<file path="config.mk">
export PLATFORM = sky130hd
export DESIGN_NAME = ple_cell
export DESIGN_NICKNAME = d
export VERILOG_FILES = /design/src/rtl/ple_pkg.sv /design/src/rtl/ple_cell.sv
export SDC_FILE = /design/constraint.sdc
export NUM_CORES = 1
export LEC_CHECK = 0
export BUFFER_PORTS_ARGS = -buffer_cell sky130_fd_sc_hd__buf_2
export CAP_MARGIN = 20
export CORE_MARGIN = 5
export CORE_UTILIZATION = 30
export DETAILED_ROUTE_END_ITERATION = 8
export PLACE_DENSITY = 0.66
export SLEW_MARGIN = 15
export SYNTH_ARGS = -nofsm -noshare
export SYNTH_HDL_FRONTEND = slang
export SYNTH_SLANG_ARGS = --single-unit
export TNS_END_PERCENT = 1
</file>
<file path="constraint.sdc">
create_clock -name clk -period 6.2 [get_ports clk]
set_input_delay 0.31 -clock clk [delete_from_list [all_inputs] [get_ports clk]]
set_output_delay 0.31 -clock clk [all_outputs]
set_load 0.05 [all_outputs]
</file>
<file path="src/rtl/ple_pkg.sv">
// ple_pkg: shared types, sizes and codes for the positional list engine.
// No dependencies; imported by the interfaces, the cell and the top level.
`default_nettype none

package ple_pkg;

    localparam int CAPACITY  = 64;
    localparam int WORD_BITS = 32;

    localparam int IDX_W = $clog2(CAPACITY);
    localparam int CNT_W = $clog2(CAPACITY + 1);
    localparam int CMP_W = ((CNT_W > 7) ? CNT_W : 7) + 1;

    typedef logic [WORD_BITS-1:0] word_t;
    typedef logic [IDX_W-1:0]     idx_t;
    typedef logic [CNT_W-1:0]     cnt_t;
    typedef logic [CMP_W-1:0]     cmp_t;

    typedef logic [2:0]           req_type_t;
    typedef logic signed [31:0]   data_t;
    typedef logic [6:0]           pos_t;
    typedef logic [1:0]           status_t;

    localparam req_type_t REQ_PUSH_FRONT = 3'd0;
    localparam req_type_t REQ_PUSH_BACK  = 3'd1;
    localparam req_type_t REQ_POP_FRONT  = 3'd2;
    localparam req_type_t REQ_POP_BACK   = 3'd3;
    localparam req_type_t REQ_INSERT     = 3'd4;
    localparam req_type_t REQ_REMOVE     = 3'd5;
    localparam req_type_t REQ_READ       = 3'd6;
    localparam req_type_t REQ_CLEAR      = 3'd7;

    localparam status_t ST_OK    = 2'd0;
    localparam status_t ST_EMPTY = 2'd1;
    localparam status_t ST_RANGE = 2'd2;
    localparam status_t ST_FULL  = 2'd3;

    // Broadcast control for the cell row.
    typedef struct packed {
        logic ins;   // open a slot at idx, cells above take left neighbor
        logic del;   // close slot idx, cells at and above take right neighbor
        cmp_t idx;   // zero-based target slot
    } cell_ctl_t;

endpackage

`default_nettype wire

</file>
<file path="src/rtl/ple_cell.sv">
// ple_cell: one slot of the list row; shifts toward or away from its neighbors.
// Depends on ple_pkg.
`default_nettype none

module ple_cell (
    input  wire logic               clk,
    input  wire ple_pkg::idx_t      cell_index,
    input  wire ple_pkg::cell_ctl_t ctl,
    input  wire ple_pkg::word_t     new_word,
    input  wire ple_pkg::word_t     left_word,
    input  wire ple_pkg::word_t     right_word,
    output ple_pkg::word_t          word,
    output ple_pkg::word_t          hit_word
);
    import ple_pkg::*;

    word_t data_reg;
    word_t data_next;
    cmp_t  my_idx;
    logic  at_idx;
    logic  above_idx;

    assign my_idx    = CMP_W'(cell_index);
    assign at_idx    = (my_idx == ctl.idx);
    assign above_idx = (my_idx > ctl.idx);

    always_comb
    begin
        data_next = data_reg;
        if (ctl.ins)
        begin
            if (at_idx)
                data_next = new_word;
            else if (above_idx)
                data_next = left_word;
        end
        else if (ctl.del)
        begin
            if (at_idx || above_idx)
                data_next = right_word;
        end
    end

    always_ff @(posedge clk)
    begin
        data_reg <= data_next;
    end

    assign word     = data_reg;
    // gated so the top can OR all cells into one read bus
    assign hit_word = at_idx ? data_reg : '0;

endmodule

`default_nettype wire

</file>
Word level (Yosys, flattened, before mapping)
Index checks and enable logic that the tools add are counted.
- bitwise operators: 0
- div/mod/pow operators: 0
- order comparisons: 1
- equality and inequality tests: 2
- $mul: 0
- shifts and indexed selects: 0
- add/subtract/negate cells: 0
- mux-type cells: 6
- reductions and logical operators: 4
- operator list (operator ; count):
    32-bit 2-to-1 mux ; 6
    6-bit by 8-bit == test with 1-bit output ; 1
    6-bit by 8-bit greater-than comparator with 1-bit output ; 1
    2-bit nonzero test ; 2
    3-bit by 1-bit inequality test with 1-bit output (second input constant) ; 1
    3-bit AND reduction ; 1
    1-bit logical OR ; 1
- RAM bits: 0
- input bits: 113
- ROM bits: 0
- flip-flop bits (word level): 32
- memories: 0
- output and inout bits: 64
- bits in latches: 0

Logic depth before layout (Yosys ltp)
- word-level depth: 5
- gate-level depth with buffers: 8
- gate-level depth less buffers: 6

Worst setup path after synthesis
OpenSTA, ideal clock, no wires.
- kind: input to register
- start: input cell_index[0]
- end: register data_reg[0] (netlist: word[0]), enable pin
- path buffers: 0
- setup time: 450 ps
- stages: 6
- slack: 2425 ps
- required time: 5750 ps
- arrival: 3325 ps
- cell sequence: inv_1 > ha_1 > nand2b_1 > a2111oi_1 > or4_1 > a2111oi_2
- longest elaborated chain between the ends: 4
- elaborated cells on any way between the ends: 6
- those cells by class: order compare: 1; eq/ne: 2; reduce/logical: 3
- RTL lines (element ; RTL line ; source):
    from (decl) ; ple_cell.sv:7 ; input wire ple_pkg::idx_t cell_index,
    6-bit by 8-bit greater-than comparator with 1-bit output or 6-bit by 8-bit == test with 1-bit output (tied branches) ; ple_cell.sv:25, ple_cell.sv:24 ;
    1-bit logical OR ; ple_cell.sv:39 ; if (at_idx || above_idx)
    2-bit nonzero test (no source line) ; - ;
    3-bit AND reduction (no source line) * ; - ;
    to (signal assigned) ; ple_cell.sv:46 ; data_reg <= data_next;
    to (decl) ; ple_cell.sv:17 ; word_t data_reg;
Every way passes the cells marked *; elsewhere a longest branch is shown, timed or not.
A chain may end at the register's enable or synchronous reset.

Worst setup path in the final report
- start: input ctl[5] (netlist bit)
- end: output hit_word[16]
- longest elaborated chain between the ends: 2
- RTL lines (element ; RTL line ; source):
    from (decl) ; ple_cell.sv:8 ; input wire ple_pkg::cell_ctl_t ctl,
    6-bit by 8-bit == test with 1-bit output ; ple_cell.sv:24 ; assign at_idx = (my_idx == ctl.idx);
    32-bit 2-to-1 mux ; ple_cell.sv:51 ; assign hit_word = at_idx ? data_reg : '0;
    to (decl) ; ple_cell.sv:13 ; output ple_pkg::word_t hit_word
Every way passes these cells.

==> impl_results.md <==
* Sequential-to-total area share from yosys stat at 47.79%
* WHS Endpoint: word[12]$_DFFE_PP_
* Vias per std cell at 4.531
* DRC Markers at 0
* Placed Instances at 439
* Final min period at between 2 and 2.5 ns
* Max Cap Viol at 0
* Yosys reg bits at 32
* Crit. path cell count at 8
* Leakage at 1.457 nW
* Number of antenna violations at the first check in global routing at 0
* Area growth, synth to finish at 50.59%
* Outcome: complete, no violations
* Hold Path Class: in2reg
* Final net count at 488
* Fraction of layout cells with a size suffix above 1 at 50.68%
* Hold Crit Depth at 3
* Sum Neg Setup Slack at 0 ns
* Register Area at ~960 um^2
* Period utilization at 36.18%
* Worst Min Path Start: right_word[12]
* Iter 0 DRT Violations at 40
* Die ar. at 0.008439 mm^2
* Effective utilization at floorplan at 31.31%
* Final Hold Violating Endpoints at 0
* Core area at 0.006422 mm^2
* Multi-input logic area at 967.2 um^2
* Critical-path top delay cell: buf_4
* GRT Util Overall at 13.11%
* Ant diodes at 0
* Synthesized area at 0.002011 mm^2
* Placed instance area at 0.002950 mm^2
* Hold buffer count at CTS at 0
* Sequential share of power at 48.5%
* Power share of the clock group at 27.4%
* WP buf/inv at 4
* Vias in the first global route at 1,972
* Hold Slack at 0.3519 ns
* Final Util at 47.15%
* Post-route cell area at 0.003028 mm^2
* Resized Gates After CTS at 0
* Dpl hpwl at approximately 4800 um
* CP Class: in2out
* GRT overflow at 0
* H-tree depth at 2
* Synth Instances at around 200
* Clock transition at path regs at approximately 0.070 ns
* Data arrival, critical path at 1.93 ns
* Crit path largest cell delay at approximately 0.40 ns
* Postcts setup bufs at 0
* Yosys warning count at 0
* RSZ-0062 raised after global routing: false
* Clock sink total at 32
* Syn_area_per_cell at 10.21 um^2
* Power density over the cells at between 150 and 200 mW/mm^2
* Antenna violation net count after detailed routing at 0
* Distinct cells, synth at 18
* Syn nets at 316
* Most common cell on crit path: buf_2
* Die Width at 91.87 um
* First-pass GRT wire length at 9059 um
* Drt total wl at 5956 um
* P_int at around 0.38 mW
* Non-filler cells, final at 446
* Logic pwr share at 24.1%
* Final setup violation count at 0
* Max rail drop VDD at 0.07017 mV
* Slew Viols, Final at 0
* Fillers at 635
* Sw Ratio at between 20% and 30%
* Chip height at 91.87 um
* Fmax at 0.4458 GHz
* Largest net degree at the start of global routing at 66
* CTS Root Cell: clkbuf_8
* Cell family with most CP delay: buffers and inverters
* DR WL/cell at 13.35 um
* DRT Pass-1 Iters at 4
* Max reg flops at 32
* Total power at 0.5316 mW
* Placer Congestion at 0.7759
* TritonCTS clock tree: built
* Buffers on Ports at 176
* Max_slew headroom at 30.04%
* Critical Path Source Type: input port
* CTS Buf Count at 5
* Critical path required time at approximately 6 ns
* DR vias at between 2,000 and 2,500
* CP max FO at 34
* Worst path cell trace: buf_2 > inv_1 > ha_1 > nand2_1 > nor4_2 > buf_4 > and2_1 > buf_2
* Pre-CTS setup slack at 3.665 ns
* CP endpoint kind: primary output
* Fin worst setup slack at 3.957 ns
* Row count at 29
* Top Ports at roughly 180
* Clock buffer depth at 2
* Least-Margin Pin Slew at between 1 and 1.5 ns
* Sw Pwr at between 0.15 and 0.2 mW
-- power groups by stage --
stage	logic [mW]	clock network [mW]	registers (mW)
after global placement	0.127	0	0.262
after CTS	0.130	0.153	0.258
final	0.128	0.146	0.258
after floorplan	0.0373	0	0.300
after detailed placement	0.130	0	0.263
after global routing	0.139	0.163	0.260
-- placed cells by master, fill, tap and decap left out --
master	Yosys	routed
a2111oi_1	1	1
a2111oi_4	0	1
a21oi_1	33	33
and2_1	32	32
buf_2	0	176
buf_4	1	3
clkbuf_1	10	1
clkbuf_8	0	5
clkinv_2	0	1
edfxtp_1	32	32
ha_1	6	6
inv_1	6	6
mux2i_1	32	32
nand2_1	1	1
nand2b_1	1	1
nand4_1	1	1
nor2_1	34	34
nor3_1	1	1
nor4_2	0	1
or4_1	1	1
-- routing by layer --
layer	global-route usage (%)	vias to the layer above	routed length, um	share of wire [%]
met5	0	-	0	0
li1	-	1036	-	-
met2	25.18	101	3072	52
met4	2.599	0	42	0.71
met3	4.664	5	647	11
met1	13.71	879	2194	37
-- kinds of logic (layout without fill, tap and decap cells) --
kind of cell / after synthesis / after routing / synth area share [%]
and+or+nand+nor: 72 / 72 / 18.05
AOI/OAI and AO/OA: 35 / 35 / 9.458
muxes: 32 / 32 / 15.93
DFF: 32 / 32 / 47.79
buffers and inverters: 20 / 192 / 5.041
adders and majority gates: 6 / 6 / 3.734
-- layout make-up --
type	instances	area share, %
clock buffers	6	2.397
clock inverters	1	0.1653
inverters	6	0.7438
multi-input cells	145	31.94
flip-flops and latches	32	31.74
well taps	77	3.182
repair buffers	179	29.83
-- worst min-delay path: cells and delay by family --
family / cells / cell delay (ns)
and+or+nand+nor: 1 / 0.03
buffers and inverters: 1 / 0.07
AOI/OAI and AO/OA: 1 / 0.09
-- worst max-delay path by stage --
stage / startpoint / end / slack [ns]
CTS: ctl[5] / hit_word[16] / 3.92
global route: ctl[5] / hit_word[16] / 3.79
global placement: cell_index[0] / word[17]$_DFFE_PP_ / 3.69
finish: ctl[5] / hit_word[16] / 3.96
floorplan: cell_index[0] / word[0]$_DFFE_PP_ / 2.42
detailed placement: cell_index[0] / word[17]$_DFFE_PP_ / 3.67
-- synthesized netlist by cell type --
library cell	count	area share, %
edfxtp_1	32	48
nand4_1	1	0.31
ha_1	6	3.7
buf_4	1	0.37
a21oi_1	33	8.2
a2111oi_1	1	0.50
nand2b_1	1	0.31
inv_1	6	1.1
buf_6	3	1.7
or4_1	1	0.37
nor3_1	1	0.25
mux2i_1	32	16
a2111oi_2	1	0.75
nand2_1	1	0.19
nor4_1	1	0.31
clkbuf_1	10	1.9
nor2_1	34	6.3
and2_1	32	10
Power figures use the tool's default switching activity.
